$ cat src/hdl/linear_to_cineon_log_pack_macros.svh
// ----------------------------------------------------------------------------
// linear_to_cineon_log_pack assertion macros
// shared property wrappers for the cineon log packer; empty in synthesis
// ----------------------------------------------------------------------------
`ifndef LINEAR_TO_CINEON_LOG_PACK_MACROS_SVH
`define LINEAR_TO_CINEON_LOG_PACK_MACROS_SVH

`ifndef SYNTHESIS

// same-cycle implication, sampled on clk, off while in reset
`define LCL_ASSERT_IMP(lbl, ante, cons) \
  lbl: assert property (@(posedge clk) disable iff (!rst_n) (ante) |-> (cons)) \
    else $error("lcl assertion failed");

// next-cycle implication
`define LCL_ASSERT_NXT(lbl, ante, cons) \
  lbl: assert property (@(posedge clk) disable iff (!rst_n) (ante) |=> (cons)) \
    else $error("lcl assertion failed");

`else

`define LCL_ASSERT_IMP(lbl, ante, cons)
`define LCL_ASSERT_NXT(lbl, ante, cons)

`endif

`endif

$ cat src/hdl/lcl_pkg.sv
// ----------------------------------------------------------------------------
// lcl_pkg
// constants, types and helpers for the linear to cineon log packer
// ----------------------------------------------------------------------------
package lcl_pkg;

  localparam int LIN_W   = 16;
  localparam int CODE_W  = 10;
  localparam int WORD_W  = 32;
  localparam int Y_W     = 29;  // x * 2^12 + offset, Q5.24
  localparam int P_W     = 5;   // leading one position
  localparam int M_W     = 31;  // mantissa, Q1.30
  localparam int E_W     = 6;   // signed exponent p - 24
  localparam int FRAC_W  = 16;  // log2 fraction bits
  localparam int LG_W    = E_W + FRAC_W;
  localparam int SLOPE_W = 24;
  localparam int PROD_W  = LG_W + SLOPE_W;
  localparam int ACC_W   = 48;

  // pipeline: y, lead-one, normalize, FRAC_W squarings, multiply, round/saturate
  localparam int SQ_STG   = FRAC_W;
  localparam int NUM_STG  = 3 + SQ_STG + 2;
  localparam int STG_PROD = 3 + SQ_STG;
  localparam int STG_CODE = STG_PROD + 1;

  localparam logic [Y_W-1:0]           OFFSET_Q24 = 29'd88513;
  localparam logic signed [SLOPE_W-1:0] SLOPE_Q16 = 24'sd5918491;
  localparam logic signed [ACC_W-1:0]  ACC_BASE   =
    (48'sd44781695 <<< 16) + (48'sd1 <<< 31);
  localparam logic [CODE_W-1:0]        CODE_MAX   = 10'd1023;
  localparam logic signed [E_W-1:0]    EXP_BIAS   = 6'sd24;

  typedef struct packed {
    logic [NUM_STG-1:0] adv;       // per stage load enable
    logic               out_load;  // output register load
  } lcl_adv_t;

  // position of the leading one
  function automatic logic [P_W-1:0] lead_one(input logic [Y_W-1:0] y);
    logic [P_W-1:0] p;
    p = '0;
    for (int i = 0; i < Y_W; i++) begin
      if (y[i]) p = P_W'(i);
    end
    return p;
  endfunction

endpackage

$ cat src/hdl/lcl_merge.sv
// ----------------------------------------------------------------------------
// lcl_merge
// packs the three lane codes into the output word register
// ----------------------------------------------------------------------------
module lcl_merge (
  input  logic                        clk,
  input  lcl_pkg::lcl_adv_t           adv,
  input  logic [lcl_pkg::CODE_W-1:0]  code_red,
  input  logic [lcl_pkg::CODE_W-1:0]  code_green,
  input  logic [lcl_pkg::CODE_W-1:0]  code_blue,
  output logic [lcl_pkg::WORD_W-1:0]  word
);
  import lcl_pkg::*;

  logic [WORD_W-1:0] word_r;

  always_ff @(posedge clk) begin
    if (adv.out_load) word_r <= {code_red, code_green, code_blue, 2'b00};
  end

  assign word = word_r;

endmodule

$ cat config.mk
export PLATFORM = sky130hd
export DESIGN_NAME = lcl_merge
export DESIGN_NICKNAME = d
export VERILOG_FILES = /design/src/hdl/linear_to_cineon_log_pack_macros.svh /design/src/hdl/lcl_pkg.sv /design/src/hdl/lcl_merge.sv
export SDC_FILE = /design/constraint.sdc
export NUM_CORES = 1
export LEC_CHECK = 0
export BUFFER_PORTS_ARGS = -buffer_cell sky130_fd_sc_hd__buf_2
export CELL_PAD_IN_SITES_DETAIL_PLACEMENT = 2
export CELL_PAD_IN_SITES_GLOBAL_PLACEMENT = 2
export CORE_MARGIN = 4
export CORE_UTILIZATION = 23
export DETAILED_ROUTE_END_ITERATION = 8
export GPL_TIMING_DRIVEN = 1
export PLACE_DENSITY = 0.87
export SLEW_MARGIN = 15
export SYNTH_ARGS = -nofsm -noshare
export SYNTH_HDL_FRONTEND = slang
export SYNTH_SLANG_ARGS = --single-unit
$ cat constraint.sdc
create_clock -name clk -period 1.4 [get_ports clk]
set_clock_uncertainty 0.15 [all_clocks]
set_input_delay 0.07 -clock clk [delete_from_list [all_inputs] [get_ports clk]]
set_output_delay 0.07 -clock clk [all_outputs]
set_load 0.05 [all_outputs]
== Word-level counts from Yosys, hierarchy flattened ==
Index checks and enable logic that the tools add are counted.

* Flip-flop bits (word level): 30
* Input bits: 53
* Output and inout bits: 32
* Logic and storage cells: 1

== Depth between registers and ports, before layout ==
* Depth in word-level cells: 0
* Gate-level depth with buffers: 1

== Worst setup path before layout ==
Ideal clock, no wire load.

* Kind: reg2out
* Start point: reg word_r[10] (netlist: word[10])
* End point: out word[10] (netlist bit)
* Arrival: 0.601 ns
* Slack: 0.579 ns
* Stages on the path, launching flop included: 1
* Path buffers: 0
* Path through: edfxtp_1

{| class="wikitable"
|+ RTL lines
! element !! line !! source
|-
| start: declaration || lcl_merge.sv:15 || <nowiki>logic [WORD_W-1:0] word_r;</nowiki>
|-
| start signal: assignment || lcl_merge.sv:18 || <nowiki>if (adv.out_load) word_r <= {code_red, code_green, code_blue, 2'b00};</nowiki>
|-
| end: declaration || lcl_merge.sv:11 || <nowiki>output logic [lcl_pkg::WORD_W-1:0] word</nowiki>
|}

No word-level cell between the ends.

== Worst setup path after layout ==
* Start point: in adv[0] (netlist bit)
* End point: reg word_r[11] (netlist: word[11]), enable pin

{| class="wikitable"
|+ RTL lines
! element !! line !! source
|-
| start: declaration || lcl_merge.sv:7 || <nowiki>input lcl_pkg::lcl_adv_t adv,</nowiki>
|}

No word-level cell between the ends.

==> flow_summary_export.csv <==
group,metric,value,unit
run_status,status,"completed",
route,final_antenna_net_count,0,
power_and_ir_drop,ir_worst_vdd,0.487,mV
route,wirelength,2540,um
placed_design,placed_area,1290,um^2
die,fp.dieArea,5070,um^2
die,rows,22,
logic_synthesis,ys_seq_area_frac,0.980,
worst_setup_path,cp.arrival,0.97,ns
finish,num_antenna_cells,0,
logic_synthesis,synth_area_leader_cell,"edfxtp_1",
route,vias,680,
logic_synthesis,synth_top_family_by_area,"buffers and inverters",
finish,stdcell_area,1680,um^2
logic_synthesis,netlist_top_cells_area,"edfxtp_1 98%, buf_4 1.6%, conb_1 0.41%",
worst_setup_path,critical-path-max-stage-delay,0.53,ns
grt,grt_pass1_wl,3880,um
logic_synthesis,synth-compound-area-share,0,
timing,clock.fmax,872,MHz
worst_setup_path,critPathKind,"primary input to flip-flop",
logic_synthesis,yosys.area.top_type_share,0.980,
clocking,ctsRootBufferMaster,"clkbuf_8",
worst_setup_path,critPathRequiredTime,1.22,ns
timing,drv_slew,0,
logic_synthesis,ys_seq_elements,30,
logic_synthesis,yosys_most_used_dff,"edfxtp_1",
timing,final.min_clock_period,1.15,ns
placed_design,pre_cts_ws,0.513,ns
power_and_ir_drop,powerDensity,1290,nW/um^2
die,initial_utilization,0.244,
route,via_per_inst,3.78,
timing,finalSetupTns,0,ns
logic_synthesis,syn_area_per_cell,27.9,um^2
grt,grt.total_usage,0.106,
grt,overflow,0,
logic_synthesis,synth_commonest_cells,"30 x edfxtp_1, 2 x buf_4, 1 x conb_1",
die,fp.dieW,71.2,um
power_and_ir_drop,p_leak,0.717,nW
placed_design,place_congestion,0.678,
clocking,clockBufferDepth,2,
clocking,cts_made_buffers,5,
logic_synthesis,synthAdderAreaFrac,0,
worst_setup_path,path_cells,"dlygate4sd3_1 -> buf_2 -> buf_12",
clocking,cts_tree,"done",
finish,layout-drive-gt1-share,0.508,
worst_setup_path,slowest_stage,"dlygate4sd3_1",
finish,nets,185,
die,core,3770,um^2
timing,finalHoldViolCount,0,
timing,rsz0062_at_grt,"no",
grt,first_global_vias,780,
clocking,clock_sinks,30,
hold_path,min_from,"code_green[6]",
timing,finalCritPeriodShare,0.819,
die,die_y,71.2,um
placed_design,portBuffers,61,
logic_synthesis,synth_enable_flop_cells,30,
clocking,path_clk_slew,0.05,ns
logic_synthesis,synthCells,33,
route,drt_iter0_drc,52,
logic_synthesis,yosysWarningCount,0,
grt,grt_max_degree,28,
logic_synthesis,synth.most_common_cell,"edfxtp_1",
logic_synthesis,synth_cell_types,3,
route,wl_per_cell,14.1,um
power_and_ir_drop,total_power,2.17,mW
logic_synthesis,synth-xor-area-share,0,
finish,largest_reg_flops,30,
die,ios,85,
grt,antenna_found_initial,0,
logic_synthesis,synthMuxAreaShare,0,
hold_path,min_path_type,"primary input to flip-flop",
hold_path,hold_depth,2,
run,maxCapViolations,0,
route,drc_errors,0,
worst_setup_path,crit_fanout,27,
worst_setup_path,cp-start-kind,"primary input",
logic_synthesis,async_reset_ff_frac,0,
clocking,htreeDepth,2,
timing,layout_setup_ws,0.253,ns
logic_synthesis,yosys.area_share.simple,0,
timing,setup_viol,0,
logic_synthesis,syn-cell-area,920,um^2
route,dr.pass1.iters,4,
hold_path,whs_endpoint,"word[18]",
finish,n_fill_cell,363,
finish,syn_to_final_growth,82.7,%
worst_setup_path,crit_path_end_kind,"flip-flop",
==> how the worst max path moves through the flow <==
stage	from	to	slack, ns	cells past startpoint
after global routing	adv[0]	word[26]	0.21	3
after global placement	adv[0]	word[26]	0.52	2
after floorplan	word[10]	word[10]	0.58	0
after detailed placement	adv[0]	word[25]	0.51	2
after CTS	adv[0]	word[25]	0.27	3
final	adv[0]	word[11]	0.25	3
==> per-layer routing <==
layer,global-route usage,share of wire
met1,0.0879,0.31
met2,0.210,0.59
met3,0.0533,0.087
met4,0.0376,0.011
met5,0,0
==> per-stage QoR <==
stage          instances  hold slack (ns)   util
6_report             180            0.354  0.446
5_1_grt              180            0.352  0.446
4_1_cts              180            0.347  0.446
3_5_place_dp         142           0.0983  0.343
3_3_place_gp         142           0.0966  0.343
2_1_floorplan         34           0.0189      -
==> cell usage in the layout (no fill, tap or decap) <==
cell type,count
edfxtp_1,30
dlygate4sd3_1,31
buf_2,61
buf_12,1
clkbuf_1,2
clkbuf_8,5
conb_1,2
==> cells by family (layout without fill, tap and decap cells) <==
family,Yosys count,in the layout
buf+inv,2,100
flops,30,30
other cells,1,2
==> timing repair <==
item	CTS	global route
hold buffers	31	0
resized for setup	0	0
endpoints found under the hold margin	33	0
setup buffers	0	0
==> where the power goes <==
part / switching, mW / internal [mW]
Sequential: 0.0166 / 1.07
Combinational: 0.325 / 0.137
Clock: 0.278 / 0.341
Total: 0.620 / 1.55
==> critical path, delay by kind of cell <==
kind | cells | cell delay [ns]
buffers and inverters | 3 | 0.90
==> layout make-up <==
type	instances	area, um^2	share of cell area
timing repair buffer	93	636	0.378
tap	48	60.1	0.0357
clock buffer	7	76.3	0.0454
multi-input combinational	2	7.51	0.00447
sequential	30	901	0.536
Power figures use the tool's default switching activity.
