`src/hdl/linear_to_cineon_log_pack_macros.svh`:
```
// ----------------------------------------------------------------------------
// linear_to_cineon_log_pack assertion macros
// shared property wrappers for the cineon log packer; empty in synthesis
// ----------------------------------------------------------------------------
`ifndef LINEAR_TO_CINEON_LOG_PACK_MACROS_SVH
`define LINEAR_TO_CINEON_LOG_PACK_MACROS_SVH

`ifndef SYNTHESIS

// same-cycle implication, sampled on clk, off while in reset
`define LCL_ASSERT_IMP(lbl, ante, cons) \
  lbl: assert property (@(posedge clk) disable iff (!rst_n) (ante) |-> (cons)) \
    else $error("lcl assertion failed");

// next-cycle implication
`define LCL_ASSERT_NXT(lbl, ante, cons) \
  lbl: assert property (@(posedge clk) disable iff (!rst_n) (ante) |=> (cons)) \
    else $error("lcl assertion failed");

`else

`define LCL_ASSERT_IMP(lbl, ante, cons)
`define LCL_ASSERT_NXT(lbl, ante, cons)

`endif

`endif

```
`src/hdl/lcl_pkg.sv`:
```
// ----------------------------------------------------------------------------
// lcl_pkg
// constants, types and helpers for the linear to cineon log packer
// ----------------------------------------------------------------------------
package lcl_pkg;

  localparam int LIN_W   = 16;
  localparam int CODE_W  = 10;
  localparam int WORD_W  = 32;
  localparam int Y_W     = 29;  // x * 2^12 + offset, Q5.24
  localparam int P_W     = 5;   // leading one position
  localparam int M_W     = 31;  // mantissa, Q1.30
  localparam int E_W     = 6;   // signed exponent p - 24
  localparam int FRAC_W  = 16;  // log2 fraction bits
  localparam int LG_W    = E_W + FRAC_W;
  localparam int SLOPE_W = 24;
  localparam int PROD_W  = LG_W + SLOPE_W;
  localparam int ACC_W   = 48;

  // pipeline: y, lead-one, normalize, FRAC_W squarings, multiply, round/saturate
  localparam int SQ_STG   = FRAC_W;
  localparam int NUM_STG  = 3 + SQ_STG + 2;
  localparam int STG_PROD = 3 + SQ_STG;
  localparam int STG_CODE = STG_PROD + 1;

  localparam logic [Y_W-1:0]           OFFSET_Q24 = 29'd88513;
  localparam logic signed [SLOPE_W-1:0] SLOPE_Q16 = 24'sd5918491;
  localparam logic signed [ACC_W-1:0]  ACC_BASE   =
    (48'sd44781695 <<< 16) + (48'sd1 <<< 31);
  localparam logic [CODE_W-1:0]        CODE_MAX   = 10'd1023;
  localparam logic signed [E_W-1:0]    EXP_BIAS   = 6'sd24;

  typedef struct packed {
    logic [NUM_STG-1:0] adv;       // per stage load enable
    logic               out_load;  // output register load
  } lcl_adv_t;

  // position of the leading one
  function automatic logic [P_W-1:0] lead_one(input logic [Y_W-1:0] y);
    logic [P_W-1:0] p;
    p = '0;
    for (int i = 0; i < Y_W; i++) begin
      if (y[i]) p = P_W'(i);
    end
    return p;
  endfunction

endpackage

```
`src/hdl/lcl_ctrl.sv`:
```
// ----------------------------------------------------------------------------
// lcl_ctrl
// valid tracking and bubble-collapsing advance chain for the lane pipeline
// ----------------------------------------------------------------------------
`include "linear_to_cineon_log_pack_macros.svh"

module lcl_ctrl (
  input  logic              clk,
  input  logic              rst_n,
  input  logic              in_valid,
  output logic              in_stall,
  output logic              out_valid,
  input  logic              out_stall,
  output lcl_pkg::lcl_adv_t adv
);
  import lcl_pkg::*;

  logic [NUM_STG-1:0] vld_r, vld_nxt;
  logic               out_vld_r, out_vld_nxt;
  logic [NUM_STG:0]   rdy;

  // a stage loads when it is empty or its successor loads
  always_comb begin
    rdy[NUM_STG] = !out_vld_r || !out_stall;
    for (int i = NUM_STG - 1; i >= 0; i--) begin
      rdy[i] = !vld_r[i] || rdy[i+1];
    end
  end

  always_comb begin
    vld_nxt     = vld_r;
    out_vld_nxt = out_vld_r;
    if (rdy[0]) vld_nxt[0] = in_valid;
    for (int i = 1; i < NUM_STG; i++) begin
      if (rdy[i]) vld_nxt[i] = vld_r[i-1];
    end
    if (rdy[NUM_STG]) out_vld_nxt = vld_r[NUM_STG-1];
  end

  always_ff @(posedge clk) begin
    if (!rst_n) begin
      vld_r     <= '0;
      out_vld_r <= 1'b0;
    end else begin
      vld_r     <= vld_nxt;
      out_vld_r <= out_vld_nxt;
    end
  end

  assign adv.adv      = rdy[NUM_STG-1:0];
  assign adv.out_load = rdy[NUM_STG];
  assign in_stall     = !rdy[0];
  assign out_valid    = out_vld_r;

  `LCL_ASSERT_NXT(a_accept_fills, in_valid && !in_stall, vld_r[0])
  `LCL_ASSERT_IMP(a_stall_only_full, in_stall, (&vld_r) && out_vld_r && out_stall)
  `LCL_ASSERT_NXT(a_drain_empties, out_vld_r && !out_stall && !vld_r[NUM_STG-1], !out_vld_r)
  `LCL_ASSERT_NXT(a_last_moves_out, vld_r[NUM_STG-1] && !out_vld_r, out_vld_r)

endmodule

```
`config.mk`:
```
export PLATFORM = sky130hd
export DESIGN_NAME = lcl_ctrl
export DESIGN_NICKNAME = d
export VERILOG_FILES = /design/src/hdl/lcl_pkg.sv /design/src/hdl/lcl_ctrl.sv
export VERILOG_INCLUDE_DIRS = /design/src /design/src/hdl
export SDC_FILE = /design/constraint.sdc
export NUM_CORES = 1
export LEC_CHECK = 0
export ABC_AREA = 1
export BUFFER_PORTS_ARGS = -buffer_cell sky130_fd_sc_hd__buf_4
export CORE_MARGIN = 2
export CORE_UTILIZATION = 52
export DETAILED_ROUTE_END_ITERATION = 10
export GPL_TIMING_DRIVEN = 0
export PLACE_DENSITY = 0.91
export SYNTH_ARGS = -nofsm -noshare
export SYNTH_HDL_FRONTEND = slang
export SYNTH_SLANG_ARGS = --single-unit
```
`constraint.sdc`:
```
create_clock -name clk -period 2.64 [get_ports clk]
set_input_delay 0.132 -clock clk [delete_from_list [all_inputs] [get_ports clk]]
set_output_delay 0.132 -clock clk [all_outputs]
set_load 0.02 [all_outputs]
```
==> Word-level counts from Yosys, hierarchy flattened <==
Index checks and enable logic that the tools add are counted.
{ "word_totals": {"reg_bits": 22, "inputBits": 4, "out_inout_bits": 24, "wordCells": 68} }
{ "op_classes": {"reduce_logical": 46} }
{ "ops": {"columns": ["cell", "n"], "rows": [
  ["zero test 1 bit", 24],
  ["logical OR 1 bit", 22]
]} }

==> Depth between registers and ports, before layout <==
Gate-level depths: netlist (run 1).
{ "depth": {"depth_word": 24, "depth_mapped": 12} }

==> Least setup slack after synthesis (run 1) <==
Ideal clock, no wire load.
{ "synth_path": {"path_type": "register to output", "startpoint": "register out_vld_r, in the netlist out_valid", "endpoint": "output in_stall", "arrival_ns": 2.552, "path_slack_ns": -0.044, "stages_incl_launch_ff": 13, "required_time_ns": 2.508, "path_buffers": 0, "path_cell_list": "dfxtp_1 -> nand3_2 -> nor2_4 -> nand4_4 -> nor2_4 -> nand4_4 -> nor2_4 -> nand4_4 -> nor2_4 -> nand4_4 -> nor2_4 -> nand4_4 -> inv_1"} }
{ "synth_lines": {"columns": ["element", "line", "text"], "rows": [
  ["start: declaration", "lcl_ctrl.sv:19", "logic out_vld_r, out_vld_nxt;"],
  ["start signal: assignment", "lcl_ctrl.sv:46", "out_vld_r <= out_vld_nxt;"],
  ["end: declaration", "lcl_ctrl.sv:11", "output logic in_stall,"]
]} }

==> results of run 1 <==
## cell type report
| type | instances | area share, % |
|---|---|---|
| flip-flops and latches | 22 | 35.9 |
| clock buffers | 3 | 1.82 |
| inverters | 25 | 7.60 |
| repair buffers | 37 | 22.8 |
| plain buffers | 2 | 0.608 |
| multi-input cells | 49 | 29.6 |
| well taps | 17 | 1.72 |
## Yosys cell counts
library cell  count  share of area (%)
dfxtp_1          22                 49
inv_1            25                 10
a21oi_2           3                2.9
nor2_4            5                6.3
a21oi_1          14                7.8
nand4_4           5                 12
nand3_1           3                1.7
clkbuf_1          2               0.83
nand2_1           6                2.5
nor2_1           11                4.6
nand3_2           2                2.2
## cells by family after synthesis
kind of cell,Yosys count
flops,22
compound gates,17
simple gates,32
buf+inv,27
## power groups by stage
stage	Combinational [mW]	Sequential, mW	Clock [mW]
detailed placement	0.0141	0.345	0
global placement	0.0138	0.344	0
finish	0.0139	0.337	0.144
CTS	0.0141	0.337	0.148
global route	0.0156	0.337	0.157
floorplan	0.00807	0.344	0
## per-stage QoR
stage	utilization (%)	setup WS [ps]
4_1_cts	69.1	21.6
3_5_place_dp	67.7	374
2_1_floorplan	-	1.20
5_1_grt	73.9	-83.3
6_report	73.9	84.7
3_3_place_gp	67.7	464
## cell usage in the layout, fill, tap and decap left out, drive strengths merged
cell / count
a21oi: 17
inv: 25
buf: 37
nand2: 6
nor2: 16
clkbuf: 5
nand3: 5
dfxtp: 22
nand4: 5
## flip-flops by register name, summed over array words and instances (netlist names)
| register | count |
|---|---|
| out_valid | 1 |
| vld_r | 21 |
## metal layers
metal	global-route usage, %	share of wire (%)	wire, um	up-vias
met4	10.6	0.87	15	0
met2	29.9	57	986	21
met3	2.38	3.9	67	2
li1	-	-	-	388
met5	0	0	0	-
met1	17.3	38	662	336
## worst max-delay path: cells and delay by family (launching register included)
family / cells / cell delay (ps)
buffers and inverters: 1 / 190
AND/OR/NAND/NOR: 11 / 1550
flip-flops: 1 / 380
## repair_timing
action | 4_1_cts | 5_1_grt
hold buffers | 0 | 0
setup endpoints to repair | 0 | 5
gates resized for setup | 0 | 4
buffers inserted | 0 | 10
## worst max-delay path by stage
stage               end                   start
5_1_grt        in_stall  out_valid$_SDFFE_PN0P_
2_1_floorplan  in_stall  out_valid$_SDFFE_PN0P_
3_5_place_dp   in_stall  out_valid$_SDFFE_PN0P_
3_3_place_gp   in_stall  out_valid$_SDFFE_PN0P_
4_1_cts        in_stall  out_valid$_SDFFE_PN0P_
6_report         adv[1]  out_valid$_SDFFE_PN0P_
==> metrics.md, run 1 <==
| Metric | Value |
|---|---|
| Outcome | finished, final reports clean |
| Clock tree buffer depth | 2 |
| Area of the multi-input gates | 365 um^2 |
| Die width | 45.6 um |
| Starting Density | 53.9% |
| P_sw | 0.102 mW |
| Power per cell area | between 400 and 500 nW/um^2 |
| Synth Area in Adders | 0% |
| Setup TNS Final | 0 ps |
| First-pass GRT wire length | around 2400 um |
| Placed inst area | 1130 um^2 |
| Remaining antenna violation count | 0 |
| Rel. slew slack | 65.8% |
| CTS tree | done |
| WHS Endpoint | vld_r[0]$_SDFFE_PN0P_ |
| Detailed Routing Iterations Pass 1 | 4 |
| Min cycle time layout | 2560 ps |
| Flop2flop setup slack | between 300 and 400 ps |
| Via count | 747 |
| # Max-Cap Violations | 0 |
| Peak VDD IR | 373 uV |
| Post-Syn Instances | 98 |
| Post-synthesis compound-gate area fraction | 10.7% |
| Comb pwr share | 2.8% |
| Clock sinks | 22 |
| Tightest Hold Check Type | input port to register |
| Slew Limit Fails | 0 |
| Crit-path max cell delay | 380 ps |
| Cts bufs inserted | 3 |
| Clock power frac | 29.1% |
| Post-Synthesis Cell Area | 900 um^2 |
| Wire per inst | 11.2 um |
| Overall routed net length | 1730 um |
| LEAKAGE | 0.509 nW |
| Crit-path cells | nand3_4 > nor2_4 > nand4_4 > nor2_4 > nand4_4 > nor2_4 > nand4_4 > nor2_4 > nand4_4 > nor2_4 > nand4_4 > buf_4 |
| # H-tree levels | 1 |
| Drt initial violations | 13 |
| Post-Synthesis Mean Instance Area | between 9 and 10 um^2 |
| Crit Path Max Fanout | 5 |
| Via density per instance | 4.82 |
| Layout cells sized above 1 | between 40% and 50% |
| Placed Cells | 142 |
| Post-route insts no fill | roughly 160 |
| RePlAce Congestion | 0.706 |
| Storage element area | roughly 440 um^2 |
| Core area | 1670 um^2 |
| RR Startpoint | out_valid$_SDFFE_PN0P_ |
| DIE AREA | 2080 um^2 |
| Hold Fails Final Rpt | 0 |
| Root Buffer | clkbuf_4 |
| DRC Markers | 0 |
| Worst Reg2Reg Path Length in Cells | 13 |
| Arr. time, crit path | 2420 ps |
| Largest family of logic cells by synthesized area | simple AND/OR/NAND/NOR gates |
| Unique cell type count in the Yosys netlist | 11 |
| Global route overflow | 0 |
| Yosys reg bits | 22 |
| Syn nets | 102 |
| HPWL after DPL | 1310 um |
| Yosys warning total | 0 |
| Fin crit share | 96.8% |
| Syn-to-layout area delta | 37.3% |
| CP endpoint kind | output port |
| Crit Path Class | register to output port |
| Vias in the first global route | 609 |
| Share of power burned in registers | 68.1% |
| Std-Cell Rows | 15 |
| GRT Overall Usage | around 16% |
| Worst slew pin tran | 514 ps |
| Final hold slack | 84.4 ps |
| Design area | 1230 um^2 |
| Die Y | approximately 46 um |
| CP startpoint kind | register |
| Xor/xnor cell area share of the yosys netlist | 0% |
| Switch share | roughly 21% |
| I/O pin count | 28 |
| Mux cell area share after synthesis | 0% |
| Sequential fraction of the synthesis area | 49.0% |
| Int Pwr | between 0.3 and 0.4 mW |
| # port buffers | 27 |
| Clk pin slew, worst setup/hold paths | ~110 ps |
| Antenna Cells | 0 |
| Reg2reg end | vld_r[0]$_SDFFE_PN0P_ |
| Fill count | 124 |
| Worst path required time | 2510 ps |
| Slowest stage cell, crit path | dfxtp_2 |
| Fin Clk Skew | about 2.6 ps |
| Hold path start | in_valid |
| Initial antenna violation count | 0 |
| Nets | 144 |
| FMAX | between 0.3 and 0.4 GHz |
| Largest net degree at the start of global routing | 12 |
| Setup Viol. Count Final | 0 |
| Worst skew pair latency | ~290 ps |
| Simple-gate share of the synthesized area | 29.1% |
| Unrepaired setup endpoints after global routing | yes |
| Worst hold stages | 3 |
| Final Power | 0.495 mW |
Power figures use the tool's default switching activity.
==> inputs of run 2 (changes only) <==
--- a/config.mk
+++ b/config.mk
@@ -6,13 +6,13 @@
 export SDC_FILE = /design/constraint.sdc
 export NUM_CORES = 1
 export LEC_CHECK = 0
-export ABC_AREA = 1
 export BUFFER_PORTS_ARGS = -buffer_cell sky130_fd_sc_hd__buf_4
+export CORE_ASPECT_RATIO = 0.7
 export CORE_MARGIN = 2
-export CORE_UTILIZATION = 52
+export CORE_UTILIZATION = 44
 export DETAILED_ROUTE_END_ITERATION = 10
 export GPL_TIMING_DRIVEN = 0
-export PLACE_DENSITY = 0.91
+export PLACE_DENSITY = 0.83
 export SYNTH_ARGS = -nofsm -noshare
 export SYNTH_HDL_FRONTEND = slang
 export SYNTH_SLANG_ARGS = --single-unit
==> constraint.sdc (replaced) <==
create_clock -name clk -period 2.35 [get_ports clk]
set_input_delay 0.1175 -clock clk [delete_from_list [all_inputs] [get_ports clk]]
set_output_delay 0.1175 -clock clk [all_outputs]
set_load 0.02 [all_outputs]
==> run 2 against run 1 <==
Register-to-register slack improved by 130 ps. Sequential power increased by 12%. Critical path type unchanged. Critical path depth decreased by 7. Core utilization decreased by 10 points.
==> metrics.md, run 2 <==
| Metric | Value |
|---|---|
| Commonest non-fill, non-tap cell in the layout | buf_4 |
| Yosys warning total | 0 (unchanged) |
| Setup Viol. Count Final | 0 (unchanged) |
| Clock sinks | 22 (unchanged) |
| Core area | 1940 um^2 (+16%) |
| Layout cells sized above 1 | 29.7% (-12 points) |
| Starting Density | 48.6% (-5.2 points) |
| Most common library cells after synthesis | dfxtp_1, inv_1, nand3_1 |
| Worst Reg2Reg Path Length in Cells | 5 (-8) |
| # Max-Cap Violations | 0 (unchanged) |
| Max reg flops | 21 (unchanged) |
| Comb pwr share | 3.0% (+0.2 points) |
| Most frequent cells in the layout | buf_4, dfxtp_1, inv_1, nand3_1, a21boi_0 |
| Slew Limit Fails | 0 (unchanged) |
| First-pass GRT wire length | 3290 um (+36%) |
| Vias in the first global route | 796 (+31%) |
| Min cycle time layout | 2210 ps |
| Overall routed net length | 1990 um (+15%) |
| Rel. slew slack | 49.8% (-16 points) |
| Initial antenna violation count | 0 (unchanged) |
| Worst hold stages | 2 (-1) |
| Fill count | 158 (+27%) |
| Worst skew pair latency | 320 ps (+30 ps) |
| Post-Syn Instances | 105 (+7.1%) |
| Root Buffer | clkbuf_4 |
| Detailed Routing Iterations Pass 1 | 6 (+2) |
| Final hold slack | 52.3 ps (-32.1 ps) |
| # H-tree levels | 1 (unchanged) |
| Crit Path Class | register to output port |
| CTS tree | done |
| I/O pin count | 28 (unchanged) |
| Antenna Cells | 0 (unchanged) |
| Via count | 842 (+13%) |
| HPWL after DPL | 1490 um (+14%) |
| RR Startpoint | vld_r[18]$_SDFFE_PN0P_ |
| Switch share | 20.7% (+0.038 points) |
| Clk pin slew, worst setup/hold paths | 110 ps (about the same) |
| P_sw | 0.125 mW (+23%) |
| Fin Clk Skew | 4.89 ps (+2.28 ps) |
| Outcome | finished, final reports clean |
| CP startpoint kind | register |
| # port buffers | 27 (unchanged) |
| Post-Synthesis Cell Area | 941 um^2 (+4.6%) |
| Fin crit share | 93.9% |
| Tightest Hold Check Type | input port to register |
| Largest net degree at the start of global routing | 13 (+1) |
| Cts bufs inserted | 3 (unchanged) |
| Setup TNS Final | 0 ps (unchanged) |
| Yosys reg bits | 22 (unchanged) |
| Hold Fails Final Rpt | 0 (unchanged) |
| Syn-to-layout area delta | 30.6% |
| Synth area leaders | dfxtp_1, a21boi_0, nand3_1, inv_1, nand4_1 |
| Via density per instance | 5.26 (+9.2%) |
| Largest register by flop count | vld_r |
| Int Pwr | 0.480 mW (+22%) |
| Peak VDD IR | 400 uV (+7.2%) |
| FMAX | 0.453 GHz |
| LEAKAGE | 0.445 nW (-13%) |
| Post-synth top area share | 46.8% (-2.1 points) |
| Worst path required time | 2230 ps (-280 ps) |
| Die width | 59.3 um (+30%) |
| Most common flop cell mapped by yosys | dfxtp_1 |
| CP endpoint kind | output port |
| DIE AREA | 2530 um^2 (+22%) |
| Wire per inst | 12.4 um (+11%) |
| EDFF count, synth | 0 (unchanged) |
| Clock tree buffer depth | 2 (unchanged) |
| Sequential fraction of the synthesis area | 46.8% (-2.1 points) |
| WHS Endpoint | vld_r[6]$_SDFFE_PN0P_ |
| Crit Path Max Fanout | 6 (+1) |
| Nets | 143 (-0.69%) |
| Die Y | 42.7 um (-6.4%) |
| Place WS | 425 ps (+50.8 ps) |
| Std-Cell Rows | 13 (-2) |
| Unrepaired setup endpoints after global routing | no |
| DRC Markers | 0 (unchanged) |
| Unique cell type count in the Yosys netlist | 24 (+13) |
| Worst slew pin tran | 747 ps (+233 ps) |
| RePlAce Congestion | 0.724 (+2.4%) |
| Arr. time, crit path | 2090 ps (-330 ps) |
| Reg2reg end | vld_r[0]$_SDFFE_PN0P_ |
| Dominant cell by count in the synthesized netlist | dfxtp_1 |
| Synth async-reset ratio | 0% (unchanged) |
| Setup ws final | 142 ps (+57.6 ps) |
| Flop2flop setup slack | 520 ps (+130 ps) |
| Power per cell area | 493 nW/um^2 (+23%) |
| Area leader, netlist | dfxtp_1 |
| Share of power burned in registers | 62.2% (-5.9 points) |
| Drt initial violations | 32 (+19) |
| GRT Overall Usage | 17.1% (+0.61 points) |
| Syn nets | 109 (+6.9%) |
| Remaining antenna violation count | 0 (unchanged) |
| Hold path start | rst_n |
| Global route overflow | 0 (unchanged) |
| Clock power frac | 34.7% (+5.6 points) |
| Post-Synthesis Mean Instance Area | 8.96 um^2 (-2.4%) |
-- run 2: stage by stage --
step | cell area (um^2) | total power, mW | utilization, % | cells
floorplan | 941 | 0.394 | - | 105
global placement | 1170 | 0.402 | 60.5 | 154
detailed placement | 1170 | 0.403 | 60.5 | 154
CTS | 1220 | 0.613 | 62.9 | 159
global route | 1230 | 0.626 | 63.5 | 160
finish | 1230 | 0.606 | 63.5 | 160
-- run 2: kinds of logic (layout without fill, tap and decap cells) --
kind of cell | Yosys count | count (layout) | synth area share [%]
flops | 22 | 22 | 46.8
simple gates | 44 | 44 | 29.5
buf+inv | 17 | 50 | 6.78
compound gates | 22 | 22 | 16.9
-- run 2: timing repair --
action | 4_1_cts | 5_1_grt
gates resized for setup | 0 | 3
hold buffers | 1 | 0
setup endpoints to repair | 0 | 1
buffers inserted | 0 | 1
hold endpoints to repair | 1 | 0
-- run 2: area by class of cell --
cell class / count / area [um^2] / share of cell area, %
Timing Repair Buffer: 29 / 220 / 17.9
Inverter: 15 / 56.3 / 4.58
Tap cell: 22 / 27.5 / 2.24
Buffer: 2 / 7.51 / 0.611
Multi-Input combinational cell: 66 / 437 / 35.5
Sequential cell: 22 / 444 / 36.2
Clock buffer: 4 / 36.3 / 2.95
-- run 2: routing by layer --
layer,track usage (%),up-vias,wire (um)
li1,-,433,-
met1,21.8,382,961
met2,27.5,24,878
met3,5.79,3,128
met4,4.09,0,21
met5,0,-,0
-- run 2: worst max-delay path by stage --
stage | from | slack (ps) | end
after global placement | out_valid$_SDFFE_PN0P_ | 450 | adv[1]
after CTS | out_valid$_SDFFE_PN0P_ | 50 | adv[1]
after detailed placement | out_valid$_SDFFE_PN0P_ | 430 | adv[1]
after global routing | vld_r[18]$_SDFFE_PN0P_ | 7 | adv[1]
final | vld_r[18]$_SDFFE_PN0P_ | 140 | adv[1]
after floorplan | out_valid$_SDFFE_PN0P_ | 70 | adv[1]
-- run 2: critical path: stages, from the launching register on --
cell and delay, ps:
dfxtp_1 430, nand3_1 200, or4_4 590, nor4b_4 320, inv_1 70, buf_4 160
-- run 2: power by group through the flow --
stage                     Sequential [mW]  Combinational, mW  Clock (mW)
final                               0.377             0.0184       0.210
after global routing                0.377             0.0201       0.229
after CTS                           0.377             0.0189       0.217
after detailed placement            0.385             0.0175           0
after global placement              0.385             0.0172           0
after floorplan                     0.385            0.00952           0
==> inputs of run 3 (changes only) <==
--- a/config.mk
+++ b/config.mk
@@ -6,13 +6,15 @@
 export SDC_FILE = /design/constraint.sdc
 export NUM_CORES = 1
 export LEC_CHECK = 0
+export ABC_AREA = 1
 export BUFFER_PORTS_ARGS = -buffer_cell sky130_fd_sc_hd__buf_4
+export CAP_MARGIN = 10
 export CORE_ASPECT_RATIO = 0.7
 export CORE_MARGIN = 2
-export CORE_UTILIZATION = 44
+export CORE_UTILIZATION = 43
 export DETAILED_ROUTE_END_ITERATION = 10
 export GPL_TIMING_DRIVEN = 0
-export PLACE_DENSITY = 0.83
+export PLACE_DENSITY = 0.82
 export SYNTH_ARGS = -nofsm -noshare
 export SYNTH_HDL_FRONTEND = slang
 export SYNTH_SLANG_ARGS = --single-unit
==> run 3 against run 2 <==
The run now ends with design-rule violations left. Die area decreased by 2.0%. Wire length down 12%. Global-route usage down 2.2 points. Fmax is 3.8% lower. Count of clock-buffer cells in the layout did not move. Power fell by 1.4%. Setup slack worse by 88 ps. Clock power decreased by 3%. Cell area is 7.1% higher. Worst hold slack improved by 9.2 ps. Sequential share of layout area fell by 2.3 points.
==> metrics.md, run 3 (synthesized netlist as in run 1, its figures left out) <==
| Metric | Value |
|---|---|
| Outcome | finished, violations left |
| Failing checks | design-rule violations |
| Clock tree buffer depth | 2 (unchanged) |
| Initial antenna violation count | 0 (unchanged) |
| CP endpoint kind | output port |
| Core area | 1920 um^2 (-0.84%) |
| Most frequent cells in the layout | buf_4, inv_1, dfxtp_1, a21oi_1, nor2_1 |
| Worst skew pair latency | 310 ps (about the same) |
| RePlAce Congestion | 0.781 (+8.0%) |
| # port buffers | 27 (unchanged) |
| Post-route insts no fill | 166 (+3.8%) |
| DRC Markers | 3 (+3) |
| Via density per instance | 4.48 (-15%) |
| Root Buffer | clkbuf_4 |
| DIE AREA | 2480 um^2 (-2.0%) |
| I/O pin count | 28 (unchanged) |
| Detailed Routing Iterations Pass 1 | 7 (+1) |
| # Max-Cap Violations | 0 (unchanged) |
| Drt initial violations | 21 (-34%) |
| Antenna Cells | 0 (unchanged) |
| Commonest non-fill, non-tap cell in the layout | buf_4 |
| Placed Cells | 147 (-4.5%) |
| Crit Path Max Fanout | 4 (-2) |
| Design area | 1320 um^2 (+7.1%) |
| Syn-to-layout area delta | 46.3% |
| Tightest Hold Check Type | input port to register |
| Wire per inst | 10.5 um (-16%) |
| Overall routed net length | 1740 um (-12%) |
| Via count | 743 (-12%) |
| Setup ws final | 54.1 ps (-88.2 ps) |
| Final hold slack | 61.5 ps (+9.20 ps) |
| Worst path required time | 2230 ps (about the same) |
| Clock sinks | 22 (unchanged) |
| Hold Fails Final Rpt | 0 (unchanged) |
| Max reg flops | 21 (unchanged) |
| Nets | 149 (+4.2%) |
| Fill count | 155 (-1.9%) |
| Rel. slew slack | 66.1% (+16 points) |
| Die width | 58.7 um (-1.0%) |
| LEAKAGE | 0.550 nW (+24%) |
| Worst slew pin tran | 509 ps (-239 ps) |
| CTS tree | done |
| Fin crit share | 97.7% (+3.8 points) |
| Peak VDD IR | 312 uV (-22%) |
| Slew Limit Fails | 0 (unchanged) |
| Crit Path Class | register to output port |
| First-pass GRT wire length | 2810 um (-15%) |
| GRT Overall Usage | 14.9% (-2.2 points) |
| Largest register by flop count | vld_r |
| Arr. time, crit path | 2180 ps (+90 ps) |
| Largest net degree at the start of global routing | 13 (unchanged) |
| Power per cell area | 454 nW/um^2 (-8.0%) |
| Layout cells sized above 1 | 45.1% (+15 points) |
| Std-Cell Rows | 13 (unchanged) |
| Vias in the first global route | 645 (-19%) |
| Die Y | 42.3 um (-0.98%) |
| Fin Clk Skew | 10.4 ps (+5.48 ps) |
| # H-tree levels | 1 (unchanged) |
| HPWL after DPL | 1280 um (-14%) |
| Clk pin slew, worst setup/hold paths | 120 ps (about the same) |
| Placed inst area | 1150 um^2 (-1.9%) |
| Place WS | 99.4 ps (-326 ps) |
| Global route overflow | 0 (unchanged) |
| FMAX | 0.436 GHz (-3.8%) |
| Min cycle time layout | 2300 ps (+88.2 ps) |
| Remaining antenna violation count | 0 (unchanged) |
| CP startpoint kind | register |
| Starting Density | 46.9% (-1.7 points) |
| Cts bufs inserted | 3 (unchanged) |
| Unrepaired setup endpoints after global routing | yes |
| Setup Viol. Count Final | 0 (unchanged) |
run 3: changes by cell type in the layout (fill, tap and decap cells not counted), moves of 8 or more:
| cell | before | now |
|---|---|---|
| a21oi_1 | 4 | 14 |
| buf_4 | 28 | 38 |
| inv_1 | 14 | 24 |
| a21boi_0 | 8 | 0 |
| nand3_1 | 11 | 3 |
| nor2_1 | 3 | 11 |
run 3: timing repair:
action                     4_1_cts  5_1_grt
hold buffers                     0        0
buffers inserted                10        5
pin swaps                        6        6
setup endpoints to repair        5        5
resized for setup                4        2
cloned                           0        0
run 3: stage by stage:
| step | TNS, ps | total power [mW] | utilization [%] |
|---|---|---|---|
| after global placement | 0 | 0.402 | 59.8 |
| after detailed placement | 0 | 0.403 | 59.8 |
| after global routing | -288 | 0.620 | 68.6 |
| final | 0 | 0.597 | 68.6 |
| after floorplan | -217 | 0.395 | - |
| after CTS | -348 | 0.607 | 66.3 |
run 3: routing by layer:
layer	GRT usage, %	part of all wire, %	vias up	wire [um]
met5	0	0	-	0
met3	5.56	7.2	2	126
met1	18.7	44	323	760
met2	23.8	48	21	843
li1	-	-	397	-
met4	4.09	0.69	0	12
run 3: final timing paths:
path / start / end / slack, ps / depth (start not counted)
max: vld_r[20]$_SDFFE_PN0P_ / adv[2] / 50 / 13
min: in_valid / vld_r[0]$_SDFFE_PN0P_ / 60 / 3
max reg2reg: vld_r[20]$_SDFFE_PN0P_ / vld_r[1]$_SDFFE_PN0P_ / 300 / 14
min reg2reg: vld_r[20]$_SDFFE_PN0P_ / out_valid$_SDFFE_PN0P_ / 480 / 2
run 3: where the power goes:
part           internal, mW  total (mW)  switching (mW)
registers             0.374       0.378         0.00380
logic               0.00593      0.0157         0.00979
clock network        0.0946       0.203           0.109
run 3: critical path: stages (launching register included):
cell and delay [ps]:
dfxtp_2 370, nand3_4 80, nor2_4 110, nand4_4 100, nor2_4 130, nand4_4 100, nor2_4 140, nand4_4 100
nor2_4 130, nand4_4 100, nor2_4 160, buf_4 150, nand3_4 60, buf_6 140
run 3: area by class of cell:
cell class | instances | area [um^2] | area share (%)
plain buffers | 2 | 7.51 | 0.570
repair buffers | 42 | 330 | 25.1
well taps | 22 | 27.5 | 2.09
clock buffers | 4 | 36.3 | 2.76
flip-flops and latches | 22 | 445 | 33.8
inverters | 25 | 93.8 | 7.13
multi-input cells | 49 | 375 | 28.5
